===== src/sv/mtwe_pkg.sv =====
package mtwe_pkg;

  // Sensor row geometry
  localparam int SensorCount = 16;
  localparam logic [15:0] EdgeMask = 16'hE007;
  localparam logic [4:0] HalfWindow = 5'd6;
  localparam logic [4:0] CrossStart = 5'd5;
  localparam logic [4:0] CrossEnd = 5'd11;
  localparam logic [4:0] RowEnd = 5'd16;
  localparam logic [5:0] MidHigh = 6'd8;
  localparam logic [5:0] MidLow = 6'd7;
  localparam logic [4:0] LeftLimit = 5'd10;

  // Reciprocal divide: quotient = (n * ceil(2^RecipShift / w)) >> RecipShift
  localparam int RecipShift = 18;
  localparam int RecipWidth = RecipShift + 1;
  localparam int NumerWidth = 14;
  localparam int QuotWidth = 12;
  localparam int ProdWidth = NumerWidth + RecipWidth;

  typedef enum logic [1:0] {
    MODE_STRAIGHT = 2'd0,
    MODE_LEFT     = 2'd1,
    MODE_RIGHT    = 2'd2,
    MODE_SPIN     = 2'd3
  } steer_mode_t;

  typedef struct packed {
    logic [15:0] sensor_bits;
    logic [1:0]  steer_mode;
  } in_item_t;

  typedef struct packed {
    logic signed [12:0] track_error;
    logic               on_track;
    logic [3:0]         window_start;
    logic [4:0]         window_end;
    logic               edge_active;
    logic [4:0]         active_count;
  } out_item_t;

  // First-stage scan of the snapshot
  typedef struct packed {
    logic [15:0] bits;
    logic [1:0]  mode;
    logic        any;
    logic [3:0]  first_idx;
    logic [3:0]  last_idx;
    logic [4:0]  count;
  } scan_t;

  // Selected window and its weight sum
  typedef struct packed {
    logic [3:0]        win_start;
    logic [4:0]        win_end;
    logic [4:0]        width;
    logic signed [6:0] sum;
    logic              edge_active;
  } win_t;

  // Weight of sensor i in sixteenths: 8-i below the center, 7-i above it
  function automatic logic signed [4:0] weight16(input logic [3:0] idx);
    logic [4:0] base;
    base = idx[3] ? 5'd7 : 5'd8;
    return signed'(base - {1'b0, idx});
  endfunction

  // ceil(2^18 / w) for window widths 1..16
  function automatic logic [RecipWidth-1:0] recip(input logic [4:0] w);
    logic [RecipWidth-1:0] r;
    unique case (w)
      5'd2:    r = 19'd131072;
      5'd3:    r = 19'd87382;
      5'd4:    r = 19'd65536;
      5'd5:    r = 19'd52429;
      5'd6:    r = 19'd43691;
      5'd7:    r = 19'd37450;
      5'd8:    r = 19'd32768;
      5'd9:    r = 19'd29128;
      5'd10:   r = 19'd26215;
      5'd11:   r = 19'd23832;
      5'd12:   r = 19'd21846;
      5'd13:   r = 19'd20165;
      5'd14:   r = 19'd18725;
      5'd15:   r = 19'd17477;
      5'd16:   r = 19'd16384;
      default: r = 19'd262144;
    endcase
    return r;
  endfunction

endpackage


===== src/sv/mtwe_if.sv =====
interface mtwe_in_if;
  import mtwe_pkg::*;

  logic     valid;
  logic     ready;
  in_item_t data;

  modport source (output valid, output data, input ready);
  modport sink (input valid, input data, output ready);
endinterface

interface mtwe_out_if;
  import mtwe_pkg::*;

  logic      valid;
  logic      ready;
  out_item_t data;

  modport source (output valid, output data, input ready);
  modport sink (input valid, input data, output ready);
endinterface


===== src/sv/mtwe_window.sv =====
module mtwe_window (
  input  mtwe_pkg::scan_t scan,
  output mtwe_pkg::win_t  win
);
  import mtwe_pkg::*;

  steer_mode_t       mode;
  logic [4:0]        run_end;
  logic [4:0]        s;
  logic [4:0]        e;
  logic [4:0]        run_width;
  logic [5:0]        mid;
  logic              clear_edges;
  logic [15:0]       stat;
  logic signed [6:0] term [SensorCount];
  logic signed [6:0] lvl1 [8];
  logic signed [6:0] lvl2 [4];
  logic signed [6:0] lvl3 [2];

  assign mode = steer_mode_t'(scan.mode);

  // Find the end of the first run: first inactive sensor above the first active one
  always_comb begin
    run_end = RowEnd;
    for (int i = SensorCount - 1; i >= 0; i--) begin
      if (4'(i) > scan.first_idx && !scan.bits[i]) begin
        run_end = 5'(i);
      end
    end
  end

  // Select the guide window for the turn mode
  always_comb begin
    s = 5'd0;
    e = RowEnd;
    clear_edges = 1'b0;
    run_width = 5'd0;
    mid = 6'd0;
    unique case (mode)
      MODE_STRAIGHT: begin
        s = scan.any ? {1'b0, scan.first_idx} : 5'd0;
        e = scan.any ? run_end : RowEnd;
        run_width = e - s;
        mid = ({1'b0, s} + {1'b0, e}) >> 1;
        if (s == 5'd0 && e == RowEnd) begin
          s = CrossStart;
          e = CrossEnd;
          clear_edges = 1'b1;
        end else if (run_width > HalfWindow) begin
          if (mid > MidHigh) begin
            e = s + HalfWindow;
            clear_edges = 1'b1;
          end else if (mid < MidLow) begin
            s = e - HalfWindow;
            clear_edges = 1'b1;
          end
        end
      end
      MODE_LEFT: begin
        s = scan.any ? {1'b0, scan.first_idx} : 5'd0;
        e = (s <= LeftLimit) ? s + HalfWindow : RowEnd;
      end
      MODE_RIGHT: begin
        e = scan.any ? {1'b0, scan.last_idx} + 5'd1 : RowEnd;
        s = (e >= HalfWindow) ? e - HalfWindow : 5'd0;
      end
      MODE_SPIN: begin
        s = 5'd0;
        e = RowEnd;
      end
      default: begin
        s = 5'd0;
        e = RowEnd;
      end
    endcase
  end

  assign stat = clear_edges ? (scan.bits & ~EdgeMask) : scan.bits;

  // Weight every active sensor inside the window
  always_comb begin
    for (int i = 0; i < SensorCount; i++) begin
      if (stat[i] && 5'(i) >= s && 5'(i) < e) begin
        term[i] = 7'(weight16(4'(i)));
      end else begin
        term[i] = 7'sd0;
      end
    end
  end

  // Sum the weights through a balanced adder tree
  always_comb begin
    for (int i = 0; i < 8; i++) lvl1[i] = term[2*i] + term[2*i+1];
    for (int i = 0; i < 4; i++) lvl2[i] = lvl1[2*i] + lvl1[2*i+1];
    for (int i = 0; i < 2; i++) lvl3[i] = lvl2[2*i] + lvl2[2*i+1];
  end

  assign win.win_start   = s[3:0];
  assign win.win_end     = e;
  assign win.width       = e - s;
  assign win.sum         = lvl3[0] + lvl3[1];
  assign win.edge_active = |(stat & EdgeMask);

endmodule


===== src/sv/magnetic_track_window_error_top.sv =====
// Magnetic guide track error, four register stages.
// A request moves from stage one through stages two and three into the output register.
// Throughput: one request per cycle while result.ready holds; the output register and
// per-stage ready let the pipe keep filling while a result waits. The divide by window
// width is a reciprocal multiply in stage three, which sets the stage depth.
// Reset (synchronous, rst high) clears the stage valid bits; no other state.
module magnetic_track_window_error_top (
  input  logic              clk,
  input  logic              rst,
  mtwe_in_if.sink           sample,
  mtwe_out_if.source        result
);
  import mtwe_pkg::*;

  // Stage valid bits and the ready chain
  logic s1_valid, s2_valid, s3_valid, out_valid;
  logic rdy1, rdy2, rdy3, rdy4;

  // Stage payloads
  scan_t                  s1_scan;
  scan_t                  scan_next;
  win_t                   win;
  win_t                   s2_win;
  logic [4:0]             s2_count;
  logic                   s2_any;
  logic [QuotWidth-1:0]   s3_quot;
  logic                   s3_neg;
  logic [3:0]             s3_start;
  logic [4:0]             s3_end;
  logic                   s3_edge;
  logic [4:0]             s3_count;
  logic                   s3_any;
  out_item_t              out_data;

  logic [5:0]             mag;
  logic [NumerWidth-1:0]  numer;
  logic [ProdWidth-1:0]   prod;
  logic [12:0]            quot_ext;

  assign rdy4 = !out_valid || result.ready;
  assign rdy3 = !s3_valid || rdy4;
  assign rdy2 = !s2_valid || rdy3;
  assign rdy1 = !s1_valid || rdy2;
  assign sample.ready = rdy1;

  // Scan the snapshot: population, first and last active sensor
  always_comb begin
    scan_next.bits = sample.data.sensor_bits;
    scan_next.mode = sample.data.steer_mode;
    scan_next.any = |sample.data.sensor_bits;
    scan_next.count = 5'($countones(sample.data.sensor_bits));
    scan_next.first_idx = 4'd0;
    scan_next.last_idx = 4'd0;
    for (int i = SensorCount - 1; i >= 0; i--) begin
      if (sample.data.sensor_bits[i]) scan_next.first_idx = 4'(i);
    end
    for (int i = 0; i < SensorCount; i++) begin
      if (sample.data.sensor_bits[i]) scan_next.last_idx = 4'(i);
    end
  end

  mtwe_window u_window (
    .scan (s1_scan),
    .win  (win)
  );

  // Scale |sum| by 256 and multiply by the width reciprocal
  assign mag   = s2_win.sum[6] ? 6'(-s2_win.sum) : s2_win.sum[5:0];
  assign numer = {mag, 8'd0};
  assign prod  = ProdWidth'(numer) * ProdWidth'(recip(s2_win.width));

  assign quot_ext = {1'b0, s3_quot};

  // Advance the valid bits
  always_ff @(posedge clk) begin
    if (rst) begin
      s1_valid  <= 1'b0;
      s2_valid  <= 1'b0;
      s3_valid  <= 1'b0;
      out_valid <= 1'b0;
    end else begin
      if (rdy1) s1_valid  <= sample.valid;
      if (rdy2) s2_valid  <= s1_valid;
      if (rdy3) s3_valid  <= s2_valid;
      if (rdy4) out_valid <= s3_valid;
    end
  end

  // Advance the payloads; hold a stage while its successor stalls
  always_ff @(posedge clk) begin
    if (rdy1) s1_scan <= scan_next;
    if (rdy2) begin
      s2_win   <= win;
      s2_count <= s1_scan.count;
      s2_any   <= s1_scan.any;
    end
    if (rdy3) begin
      s3_quot  <= prod[RecipShift +: QuotWidth];
      s3_neg   <= s2_win.sum[6];
      s3_start <= s2_win.win_start;
      s3_end   <= s2_win.win_end;
      s3_edge  <= s2_win.edge_active;
      s3_count <= s2_count;
      s3_any   <= s2_any;
    end
    if (rdy4) begin
      out_data.track_error  <= s3_neg ? signed'(-quot_ext) : signed'(quot_ext);
      out_data.on_track     <= s3_any;
      out_data.window_start <= s3_start;
      out_data.window_end   <= s3_end;
      out_data.edge_active  <= s3_edge;
      out_data.active_count <= s3_count;
    end
  end

  assign result.valid = out_valid;
  assign result.data  = out_data;

endmodule


===== src/flat_wrapper.sv =====
// flat-port wrapper written by rule: the top's interface ports become plain ports
module magnetic_track_window_error_top_flat import mtwe_pkg::*;
  (clk, rst, sample_valid, sample_data, sample_ready, result_valid, result_data, result_ready);
  mtwe_in_if sample_i ();
  mtwe_out_if result_i ();
  input  logic clk;
  input  logic rst;
  input wire logic [$bits(sample_i.valid)-1:0] sample_valid;
  input wire logic [$bits(sample_i.data)-1:0] sample_data;
  output wire logic [$bits(sample_i.ready)-1:0] sample_ready;
  output wire logic [$bits(result_i.valid)-1:0] result_valid;
  output wire logic [$bits(result_i.data)-1:0] result_data;
  input wire logic [$bits(result_i.ready)-1:0] result_ready;
  assign sample_i.valid = sample_valid;
  assign sample_i.data = sample_data;
  assign sample_ready = sample_i.ready;
  assign result_valid = result_i.valid;
  assign result_data = result_i.data;
  assign result_i.ready = result_ready;
  magnetic_track_window_error_top u_core (.clk(clk), .rst(rst), .sample(sample_i), .result(result_i));
endmodule

===== config.mk =====
export PLATFORM = sky130hd
export DESIGN_NAME = magnetic_track_window_error_top_flat
export DESIGN_NICKNAME = d
export VERILOG_FILES = /design/src/sv/mtwe_pkg.sv /design/src/sv/mtwe_if.sv /design/src/sv/mtwe_window.sv /design/src/sv/magnetic_track_window_error_top.sv /design/src/flat_wrapper.sv
export SDC_FILE = /design/constraint.sdc
export NUM_CORES = 1
export LEC_CHECK = 0
export ABC_CLOCK_PERIOD_IN_PS = 8500
export BUFFER_PORTS_ARGS = -buffer_cell sky130_fd_sc_hd__buf_4
export CAP_MARGIN = 20
export CORE_MARGIN = 2
export CORE_UTILIZATION = 35
export CTS_CLUSTER_DIAMETER = 150
export DETAILED_ROUTE_END_ITERATION = 8
export GPL_ROUTABILITY_DRIVEN = 0
export PLACE_DENSITY_LB_ADDON = 0.05
export SYNTH_ARGS = -nofsm -noshare
export SYNTH_HDL_FRONTEND = slang
export SYNTH_SLANG_ARGS = --single-unit

===== constraint.sdc =====
create_clock -name clk -period 8.5 [get_ports clk]
set_input_delay 1.275 -clock clk [delete_from_list [all_inputs] [get_ports clk]]
set_output_delay 1.275 -clock clk [all_outputs]
set_load 0.01 [all_outputs]

## Word-level counts from Yosys, hierarchy flattened

Memories as Yosys holds them, arrays and structs flattened. A register that Yosys moved wholly into a read port is not among the register bits.
Cells that the tools add are included.
W data, S select, Z words.

| word-level totals | value |
|---|---|
| memories kept | 1 |
| logic and storage cells | 302 |
| bits in read-only memories | 608 |
| flip-flop bits (word level) | 122 |
| input bits | 22 |

| operators by class | value |
|---|---|
| muxes and demuxes | 84 |
| reductions and logical operators | 83 |
| magnitude comparators | 53 |
| eq/ne operators | 4 |
| $add $sub $neg | 39 |
| multiply operators | 1 |

Memories:

| name | depth | width | read ports | clocked after memory_dff | write ports | line | text |
|---|---|---|---|---|---|---|---|
| (no name shown) | 32 | 19 | 1 | 1 | 0 | mtwe_pkg.sv:71 | `unique case (w)` |

Operator list:

| kind | number |
|---|---|
| $mux W5 | 28 |
| $add A7 B7 Y7 | 15 |
| $mux W7 | 8 |
| $logic_and A1 B1 Y1 | 49 |
| $mux W3 | 16 |
| $ge A4 B5 Y1 const A | 8 |
| $lt A4 B5 Y1 const A | 8 |
| $mux W4 | 10 |
| $pmux W5 S4 | 2 |
| $add A5 B5 Y5 | 7 |
| $gt A4 B4 Y1 const A | 8 |
| $mul A6 B19 Y22 | 1 |
| $ge A3 B5 Y1 const A | 4 |
| $logic_not A1 Y1 | 20 |
| $lt A3 B5 Y1 const A | 4 |
| $add A1 B1 Y2 | 8 |
| $gt A3 B4 Y1 const A | 4 |
| $mux W16 | 1 |
| $mux W2 | 8 |
| $reduce_or A16 Y1 | 1 |
| $reduce_or A8 Y1 | 2 |
| $neg A12 Y13 | 1 |
| $mux W12 | 1 |
| $ge A1 B5 Y1 const A | 2 |
| other kinds (27) | 48 |

## Depth between registers and ports, before layout

Gate-level depths: netlist of the first run.

| depth | value |
|---|---|
| depth in word-level cells | 34 |
| mapped depth | 35 |
| gate-level depth less buffers | 31 |

## Cells and area by module

A second synthesis of the first run with hierarchy kept.

| second synthesis, totals | value |
|---|---|
| cell total of the unflattened synthesis | 1,129 |
| area total of the unflattened synthesis | 11,639.9 µm² |

Modules (own cells, without submodules):

| module | cells each | area each (µm²) | times used |
|---|---|---|---|
| magnetic_track_window_error_top | 718 | 8,541.9 | 1 |
| mtwe_window | 411 | 3,098.0 | 1 |

## Least setup slack after synthesis of the first run

Ideal clock, no wire load.

| path | value |
|---|---|
| path kind | register -> register |
| start | reg u_core.s1_scan[11] in the netlist's numbering |
| end | reg u_core.s2_win[7] in the netlist's numbering, data pin |
| arrival time | 7.961 ns |
| stages on the path, launching flop included | 29 |
| library setup time | 0.259 ns |
| buffers on the path | 2 |
| path slack | 0.279 ns |
| path through | edfxtp_1 -> buf_2 -> a32o_1 -> o21ai_1 -> a22o_1 -> a21oi_1 -> o31ai_1 -> fa_1 -> nor2b_1 -> o21bai_1 -> nand2b_1 -> or4_4 -> a311o_4 -> or3_1 -> a311oi_2 -> buf_4 -> and2_1 -> a21o_1 -> o2111ai_1 -> fa_1 -> inv_1 -> fa_1 -> fa_1 -> fa_1 -> ha_1 -> fa_1 -> a21o_1 -> a21oi_1 -> xnor2_1 |

RTL lines:

| item | line | text |
|---|---|---|
| start, declared | magnetic_track_window_error_top.sv:20 | `scan_t s1_scan;` |
| start signal, assigned | magnetic_track_window_error_top.sv:91 | `if (rdy1) s1_scan <= scan_next;` |
| end signal, assigned | magnetic_track_window_error_top.sv:93 | `s2_win <= win;` |
| end, declared | magnetic_track_window_error_top.sv:23 | `win_t s2_win;` |

==> flow_metrics.env, run 1 <==
export IMPL_grt_pass1_wl_um=47110
export IMPL_start_util=0.3574
export IMPL_die_w_um=186.7
export IMPL_hold_violations=0
export IMPL_skew_ns=0.01626
export IMPL_relSlewSlack=0.3897
export IMPL_io_pin_count=53
export IMPL_timing_rr_start="u_core.s1_scan[11]$_SDFFCE_PP0P_"
export IMPL_peakVddDrop_v=0.0001739
export IMPL_ys_warn_count=0
export IMPL_grt_pass1_vias=8790
export IMPL_max_freq_mhz=123.5
export IMPL_setup_viol=0
export IMPL_synth_top_flop_cell="edfxtp_1"
export IMPL_yosysTopAreaCell="edfxtp_1"
export IMPL_cts_buffers=17
export IMPL_clock_sinks=141
export IMPL_startpoint_type="flip-flop"
export IMPL_endpoint="u_core.s2_win[7]$_DFFE_PN_"
export IMPL_drive_above_1_share=0.1593
export IMPL_design_area_um2=13730
export IMPL_clkLatencyLatePin_ns=0.44
export IMPL_synth_most_common_cell="inv_1"
export IMPL_setup_worst_path_start="u_core.s1_scan[11]$_SDFFCE_PP0P_"
export IMPL_wl_per_cell_um=16.91
export IMPL_fin_nets=1465
export IMPL_antenna_found_initial=0
export IMPL_tightest_slew_ns=0.9110
export IMPL_grt_usage=0.1705
export IMPL_fp_dieH_um=186.7
export IMPL_antennaDiodeCount=0
export IMPL_area_delta_synth_final_pct=17.49
export IMPL_yosysSeqAreaShare=0.3426
export IMPL_coreArea_um2=32700
export IMPL_async_flop_share=0
export IMPL_num_vias=8550
export IMPL_synthesis_area_um2=11690
export IMPL_p_leak_nw=6.143
export IMPL_syn_nets=1361
export IMPL_worstReg2RegEnd="u_core.s2_win[7]$_DFFE_PN_"
export IMPL_synth_seq_cells=141
export IMPL_cts_root_buf="clkbuf_16"
export IMPL_hp_class="reg -> reg"
export IMPL_cts_tree="done"
export IMPL_die_area_um2=34870
export IMPL_clockBufferDepth=2
export IMPL_synthTopCellsByArea="edfxtp_1 30%, fa_1 18%, ha_1 8.9%"
export IMPL_arrival_ns=8.29
export IMPL_ant_nets=0
export IMPL_r2r_cells=28
export IMPL_rrSetupSlack_ns=0.40
export IMPL_drt_initial_drc_count=292
export IMPL_remaining_drc_errors=0
export IMPL_synth_edf_count=118
export IMPL_outcome="complete, no violations"
export IMPL_place_area_um2=12880
export IMPL_slowest_delay_ns=0.54
export IMPL_clkTransAtPathRegs_ns=0.07
export IMPL_worstPathMaxFanout=9
export IMPL_postSynthAreaPerCell_um2=10.15
export IMPL_overflow=0
export IMPL_dpl_cell_count=1661
export IMPL_fin_crit_ns=8.099
export IMPL_period_share=0.9529
export IMPL_cpMostUsedCell="fa_1"
export IMPL_grt_max_degree=36
export IMPL_cap_violations=0
export IMPL_cp_slowest_cell="fa_1"
export IMPL_slew_violations=0
export IMPL_routed_wl_um=28920
export IMPL_postCtsHoldBufs=0
export IMPL_synth_top_area_share=0.3032
export IMPL_avgViaCountPerCell=5.000
export IMPL_rows=66
export IMPL_endpoint_kind="flip-flop"
export IMPL_drt_first_pass_iters=5
export IMPL_crit_type="reg -> reg"
export IMPL_port_buffers=52
export IMPL_powerDensity_nw_per_um2=344.6
export IMPL_report_power_total_mw=4.732
export IMPL_htreeDepth=4
export IMPL_syn_inst=1151
export IMPL_cp_required_ns=8.69
export IMPL_synthDistinctLibCells=85
export IMPL_hpwlAfterDp_um=22400
export IMPL_synth_common_cells="165 x inv_1, 149 x nand2_1, 118 x edfxtp_1"
export IMPL_fin_util=0.4199
export IMPL_layoutNonFillerInstCount=1710
==> power by group <==
group | internal (mW) | leakage [nW] | switching [mW]
sequential | 1.09 | 1.46 | 0.172
clock | 0.414 | 0.288 | 0.308
combinational | 1.19 | 4.40 | 1.55
total | 2.70 | 6.14 | 2.03
==> kinds of logic after synthesis <==
logic type / Yosys count / synth area share
AOI/OAI and AO/OA: 224 / 0.1397
xor gates and xnor gates: 48 / 0.03597
adders and majority gates: 188 / 0.2687
buffers and inverters: 201 / 0.06637
DFF: 141 / 0.3426
muxes: 8 / 0.007280
and+or+nand+nor: 341 / 0.1394
==> timing repair <==
action                                  4_1_cts  5_1_grt
endpoints found under the setup margin        0        4
gates resized for setup                       0       27
setup buffers                                 0       16
==> final cells by class <==
class                   instances  area (um2)
clock buffers                  20       478.0
clock inverters                12       97.59
repair buffers                119       904.6
inverters                     167       626.9
fillers                      3277       18970
well taps                     442       553.0
flip-flops and latches        141        4004
multi-input cells             809        7068
==> per-layer routing <==
metal	up-vias	part of all wire	track usage
met2	145	0.52	0.3074
li1	4156	-	-
met3	40	0.026	0.02840
met4	0	0.021	0.05708
met1	4209	0.43	0.2057
met5	-	0	0
==> placed cells by master (no fill, tap or decap), drive strengths merged, types with 4 or more instances in the layout <==
master,count
xor2,7
o31ai,15
o21ai,37
a311oi,8
o21a,9
nor2b,6
or2,9
a21o,16
dfxtp,23
o41ai,5
nand3,15
nand2,149
a21oi,54
fa,105
edfxtp,118
nor2,58
mux2,4
mux2i,4
and2,29
ha,83
a211oi,9
nor3b,4
clkbuf,21
a31oi,8
a211o,4
nand2b,13
nand4,5
nor4,9
nor3,20
or3,8
inv,175
a22oi,5
xnor2,41
and3,4
o211ai,11
buf,118
==> metrics by stage <==
step | TNS, ns | hold WS [ns] | setup WS [ns]
floorplan | 0 | 0.4003 | 0.2793
global placement | 0 | 0.4034 | 0.04627
detailed placement | 0 | 0.4045 | 0.1250
CTS | 0 | 0.4093 | 0.1303
global route | -0.01964 | 0.4146 | -0.01964
finish | 0 | 0.4087 | 0.4007
==> worst min path at each step <==
stage | startpoint | end | slack (ns) | cells after the start
after global routing | u_core.s2_win[20]$_DFFE_PN_ | u_core.s3_start[2]$_DFFE_PP_ | 0.41 | 0
final | u_core.s2_win[20]$_DFFE_PN_ | u_core.s3_start[2]$_DFFE_PP_ | 0.41 | 0
after global placement | u_core.s2_count[0]$_DFFE_PN_ | u_core.s3_count[0]$_DFFE_PP_ | 0.40 | 0
after floorplan | u_core.s3_count[0]$_DFFE_PP_ | u_core.result.data[0]$_DFFE_PP_ | 0.40 | 0
after CTS | u_core.s2_win[20]$_DFFE_PN_ | u_core.s3_start[2]$_DFFE_PP_ | 0.41 | 0
after detailed placement | u_core.s3_count[1]$_DFFE_PP_ | u_core.result.data[1]$_DFFE_PP_ | 0.40 | 0
==> worst max-delay path, delay by kind of cell (launching register included) <==
kind / cells / cell delay, ns
fa+ha+maj: 6 / 2.81
buf+inv: 6 / 0.72
compound gates: 8 / 1.84
flops: 1 / 0.47
xor+xnor: 1 / 0.08
simple gates: 7 / 1.93
No activity file was read; power rests on OpenSTA's default activity.
==> run 2, diff against run 1 <==
--- a/config.mk
+++ b/config.mk
@@ -7,13 +7,12 @@
 export LEC_CHECK = 0
 export ABC_CLOCK_PERIOD_IN_PS = 8500
 export BUFFER_PORTS_ARGS = -buffer_cell sky130_fd_sc_hd__buf_4
-export CAP_MARGIN = 20
 export CORE_MARGIN = 2
 export CORE_UTILIZATION = 35
 export CTS_CLUSTER_DIAMETER = 150
 export DETAILED_ROUTE_END_ITERATION = 8
 export GPL_ROUTABILITY_DRIVEN = 0
-export PLACE_DENSITY_LB_ADDON = 0.05
+export PLACE_DENSITY = 0.49
 export SYNTH_ARGS = -nofsm -noshare
 export SYNTH_HDL_FRONTEND = slang
 export SYNTH_SLANG_ARGS = --single-unit
==> flow_metrics.env, run 2 (synthesis gave the netlist of run 1 again) <==
export IMPL_outcome="complete, no violations"
export IMPL_routed_wl_um=28120
export IMPL_timing_rr_start="u_core.s1_scan[12]$_SDFFCE_PP0P_"
export IMPL_drt_initial_drc_count=497
export IMPL_port_buffers=52
export IMPL_hp_class="reg -> reg"
export IMPL_startpoint_type="flip-flop"
export IMPL_grt_max_degree=36
export IMPL_crit_type="reg -> reg"
export IMPL_num_vias=8531
export IMPL_worst_hold_slack_ns=0.4111
export IMPL_die_w_um=186.7
export IMPL_cap_violations=0
export IMPL_cts_root_buf="clkbuf_16"
export IMPL_cp_required_ns=8.68
export IMPL_grt_usage=0.1640
export IMPL_fin_nets=1460
export IMPL_start_util=0.3574
export IMPL_drt_first_pass_iters=7
export IMPL_hold_start="u_core.s2_win[13]$_DFFE_PN_"
export IMPL_avgViaCountPerCell=5.004
export IMPL_layout_commonest_cell="inv_1"
export IMPL_peakVddDrop_v=0.0001750
export IMPL_path_buf_inv=4
export IMPL_cts_tree="done"
export IMPL_clockBufferDepth=2
export IMPL_coreArea_um2=32700
export IMPL_cpMostUsedCell="fa_1"
export IMPL_ant_nets=0
export IMPL_final_cell_mix="165 x inv_1, 149 x nand2_1, 118 x edfxtp_1"
export IMPL_powerDensity_nw_per_um2=349.5
export IMPL_cp_slowest_cell="or4_1"
export IMPL_rows=66
export IMPL_slowest_delay_ns=0.58
export IMPL_hpwlAfterDp_um=22070
export IMPL_endpoint_kind="flip-flop"
export IMPL_wl_per_cell_um=16.49
export IMPL_hold_violations=0
export IMPL_n_fill_cell=3244
export IMPL_die_area_um2=34870
export IMPL_worstPathMaxFanout=5
export IMPL_fp_dieH_um=186.7
export IMPL_path_delay_family="adder cells"
export IMPL_antenna_found_initial=0
export IMPL_grt_pass1_wl_um=45640
export IMPL_htreeDepth=4
export IMPL_skew_ns=0.01705
export IMPL_period_share=0.9610
export IMPL_fin_util=0.4192
export IMPL_remaining_drc_errors=0
export IMPL_grt_pass1_vias=8711
export IMPL_io_pin_count=53
export IMPL_setup_worst_path_start="u_core.s1_scan[12]$_SDFFCE_PP0P_"
export IMPL_clkLatencyLatePin_ns=0.42
export IMPL_fin_crit_ns=8.168
export IMPL_area_delta_synth_final_pct=17.29
export IMPL_relSlewSlack=0.3017
export IMPL_tightest_slew_ns=1.034
export IMPL_clkTransAtPathRegs_ns=0.07
export IMPL_p_leak_nw=6.119
export IMPL_setup_viol=0
export IMPL_arrival_ns=8.35
export IMPL_drive_above_1_share=0.1520
export IMPL_antennaDiodeCount=0
export IMPL_postCtsHoldBufs=0
export IMPL_cts_buffers=17
export IMPL_slew_violations=0
export IMPL_clock_sinks=141
export IMPL_max_freq_mhz=122.4
export IMPL_overflow=0
[run 2: area by class of cell]
cell class | instances | area [um2] | area share
clock buffers | 20 | 446.7 | 0.03258
inverters | 167 | 626.9 | 0.04573
repair buffers | 114 | 887.1 | 0.06471
well taps | 442 | 553.0 | 0.04034
multi-input cells | 809 | 7053 | 0.5145
clock inverters | 12 | 137.6 | 0.01004
flip-flops and latches | 141 | 4004 | 0.2921
[run 2: what timing repair did]
item | 4_1_cts | 5_1_grt
endpoints found under the setup margin | 0 | 2
gates resized for setup | 0 | 27
setup buffers | 0 | 12
[run 2: worst paths after layout]
| kind | endpoint | slack [ns] | depth (start not counted) |
|---|---|---|---|
| hold / removal | u_core.s3_end[0]$_DFFE_PP_ | 0.41 | 0 |
| setup / recovery | u_core.s2_win[7]$_DFFE_PN_ | 0.33 | 27 |
| setup reg to reg | u_core.s2_win[7]$_DFFE_PN_ | 0.33 | 27 |
| hold reg to reg | u_core.s3_end[0]$_DFFE_PP_ | 0.41 | 0 |
[run 2: report_power, final]
part | switching (mW) | internal (mW) | total (mW)
combinational | 1.61 | 1.20 | 2.81
sequential | 0.168 | 1.09 | 1.26
clock | 0.283 | 0.442 | 0.725
total | 2.06 | 2.73 | 4.79
[run 2: per-stage QoR]
stage / std cells / TNS, ns / worst slack [ns] / power [mW] / area, um2
floorplan: 1151 / 0 / 0.2793 / 3.303 / 11690
global placement: 1660 / 0 / 0.2043 / 4.070 / 12870
detailed placement: 1660 / 0 / 0.1011 / 4.113 / 12870
CTS: 1692 / 0 / 0.08866 / 4.869 / 13450
global route: 1705 / -0.03440 / -0.03440 / 5.326 / 13710
finish: 1705 / 0 / 0.3317 / 4.790 / 13710
[run 2: metal layers]
| metal | up-vias | global-route usage | routed length [um] |
|---|---|---|---|
| met1 | 4182 | 0.2083 | 12570 |
| met5 | - | 0 | 0 |
| met3 | 33 | 0.02219 | 876 |
| li1 | 4149 | - | - |
| met4 | 0 | 0.04457 | 514 |
| met2 | 167 | 0.2924 | 14160 |
==> run 3, diff against run 2 <==
--- a/config.mk
+++ b/config.mk
@@ -7,12 +7,13 @@
 export LEC_CHECK = 0
 export ABC_CLOCK_PERIOD_IN_PS = 8500
 export BUFFER_PORTS_ARGS = -buffer_cell sky130_fd_sc_hd__buf_4
-export CORE_MARGIN = 2
+export CORE_MARGIN = 8
 export CORE_UTILIZATION = 35
 export CTS_CLUSTER_DIAMETER = 150
 export DETAILED_ROUTE_END_ITERATION = 8
 export GPL_ROUTABILITY_DRIVEN = 0
 export PLACE_DENSITY = 0.49
+export SLEW_MARGIN = 5
 export SYNTH_ARGS = -nofsm -noshare
 export SYNTH_HDL_FRONTEND = slang
 export SYNTH_SLANG_ARGS = --single-unit
==> constraint.sdc (replaced) <==
create_clock -name clk -period 8.5 [get_ports clk]
set_input_delay 1.275 -clock clk [delete_from_list [all_inputs] [get_ports clk]]
set_output_delay 1.275 -clock clk [all_outputs]
set_load 0.02 [all_outputs]
==> flow_metrics.env, run 3 (synthesis gave the netlist of run 1 again) <==
export IMPL_rrSetupSlack_ns=0.37
export IMPL_setup_worst_path_start="u_core.s1_scan[12]$_SDFFCE_PP0P_"
export IMPL_top_layer="met4"
export IMPL_cpMostUsedCell="buf_4"
export IMPL_slowest_delay_ns=0.56
export IMPL_num_vias=8485
export IMPL_endpoint_kind="flip-flop"
export IMPL_cap_violations=0
export IMPL_io_pin_count=53
export IMPL_wl_met3_um=998
export IMPL_coreArea_um2=33200
export IMPL_area_delta_synth_final_pct=16.97
export IMPL_postCtsHoldBufs=0
export IMPL_peakVddDrop_v=0.0001814
export IMPL_clkTransAtPathRegs_ns=0.07
export IMPL_wl_met1_um=12310
export IMPL_cp_slowest_cell="or4_1"
export IMPL_hold_violations=0
export IMPL_antennaDiodeCount=0
export IMPL_power_internal_mw=2.694
export IMPL_crit_type="reg -> reg"
export IMPL_max_freq_mhz=123.0
export IMPL_p_sw_mw=2.138
export IMPL_port_buffers=52
export IMPL_layout_commonest_cell="inv_1"
export IMPL_clock_sinks=141
export IMPL_fin_nets=1452
export IMPL_timing_rr_start="u_core.s1_scan[12]$_SDFFCE_PP0P_"
export IMPL_finalSetupTns_ns=0
export IMPL_hp_class="reg -> reg"
export IMPL_grt_pass1_vias=8817
export IMPL_rows=67
export IMPL_hpwlAfterDp_um=22310
export IMPL_sw_frac_of_total=0.4425
export IMPL_arrival_ns=8.30
export IMPL_comb_power_share=0.583
export IMPL_grt_usage=0.1470
export IMPL_powerDensity_nw_per_um2=353.5
export IMPL_die_area_um2=39500
export IMPL_setup_viol=0
export IMPL_report_power_total_mw=4.832
export IMPL_final_cell_mix="164 x inv_1, 149 x nand2_1, 118 x edfxtp_1"
export IMPL_htreeDepth=4
export IMPL_r2r_cells=30
export IMPL_drive_above_1_share=0.1514
export IMPL_worstReg2RegEnd="u_core.s2_win[7]$_DFFE_PN_"
export IMPL_clkLatencyLatePin_ns=0.42
export IMPL_wl_per_cell_um=16.46
export IMPL_slew_violations=0
export IMPL_die_w_um=198.7
export IMPL_startpoint_type="flip-flop"
export IMPL_cts_buffers=17
export IMPL_cts_root_buf="clkbuf_16"
export IMPL_p_seq_frac=0.259
export IMPL_hold_start="u_core.s3_start[3]$_DFFE_PP_"
export IMPL_cts_tree="done"
export IMPL_fin_ws_ns=0.3683
export IMPL_dr_wl_met2_um=13970
export IMPL_fp_dieH_um=198.7
export IMPL_period_share=0.9567
export IMPL_avgViaCountPerCell=4.982
export IMPL_remaining_drc_errors=0
export IMPL_outcome="complete, no violations"
export IMPL_clockBufferDepth=2
export IMPL_fin_crit_ns=8.132
export IMPL_cp_required_ns=8.67
export IMPL_antenna_found_initial=0
export IMPL_drt_first_pass_iters=4
export IMPL_dpl_worst_slack_ns=0.01163
export IMPL_drt_initial_drc_count=410
export IMPL_worst_hold_slack_ns=0.4127
export IMPL_worstPathMaxFanout=6
export IMPL_endpoint="u_core.s2_win[7]$_DFFE_PN_"
export IMPL_routed_wl_um=28040
export IMPL_grt_max_degree=36
export IMPL_ant_nets=0
export IMPL_overflow=0
export IMPL_grt_pass1_wl_um=46060
export IMPL_start_util=0.3521
export IMPL_p_leak_nw=6.093
export IMPL_skew_ns=0.01911
export IMPL_p_clk_frac=0.157
export IMPL_relSlewSlack=0.2347
export IMPL_tightest_slew_ns=1.147
[run 3: changes by cell type in the layout (fill, tap and decap cells not counted), sizes merged, moves of 2 or more]
| cell | change |
|---|---|
| buf | -7 |
| inv | +7 |
| clkbuf | -3 |
| clkinvlp | -2 |
[run 3: critical path: cells and delay by family (launching register included)]
| family | cells | cell delay (ns) |
|---|---|---|
| AOI/OAI and AO/OA | 9 | 1.85 |
| and+or+nand+nor | 7 | 1.93 |
| buffers and inverters | 5 | 0.84 |
| xor gates and xnor gates | 2 | 0.24 |
| adders and majority gates | 7 | 2.48 |
| DFF | 1 | 0.50 |
[run 3: worst min-delay path by stage]
stage               slack [ns]                          endpoint  depth (start not counted)
global placement          0.40        u_core.s3_end[1]$_DFFE_PP_                          0
global route              0.42  u_core.result.data[14]$_DFFE_PP_                          0
floorplan                 0.40   u_core.result.data[0]$_DFFE_PP_                          0
finish                    0.41  u_core.result.data[14]$_DFFE_PP_                          0
CTS                       0.41  u_core.result.data[11]$_DFFE_PP_                          0
detailed placement        0.40  u_core.result.data[11]$_DFFE_PP_                          0
[run 3: repair_timing]
action | in CTS | in global routing
endpoints found under the hold margin | 0 | 0
pin swaps | 0 | 6
resized for setup | 1 | 26
setup endpoints to repair | 1 | 4
setup buffers | 0 | 13
[run 3: area by class of cell]
cell class / instances / area (um2)
timing repair buffer: 106 / 795.8
sequential: 141 / 4004
tap: 448 / 560.5
inverter: 167 / 626.9
clock inverter: 15 / 187.7
fill: 3278 / 19530
multi-input combinational: 809 / 7071
clock buffer: 17 / 425.4
[run 3: per-layer routing]
| layer | GRT usage | up-vias |
|---|---|---|
| met5 | 0 | - |
| met4 | 0.04859 | 0 |
| met3 | 0.02098 | 49 |
| met2 | 0.2608 | 192 |
| met1 | 0.1811 | 4111 |
| li1 | - | 4133 |
[run 3: power by group through the flow]
stage | Combinational (mW) | Clock (mW) | Sequential, mW
final | 2.82 | 0.760 | 1.25
after global routing | 3.28 | 0.807 | 1.29
after CTS | 2.89 | 0.781 | 1.26
after detailed placement | 2.87 | 0 | 1.28
after global placement | 2.85 | 0 | 1.27
after floorplan | 2.08 | 0 | 1.26
[run 3: per-stage QoR]
step,std cells,utilization,instance area (um2)
global placement,1658,0.3857,12800
global route,1703,0.4118,13670
finish,1703,0.4118,13670
detailed placement,1658,0.3857,12800
floorplan,1151,-,11690
CTS,1690,0.4044,13430
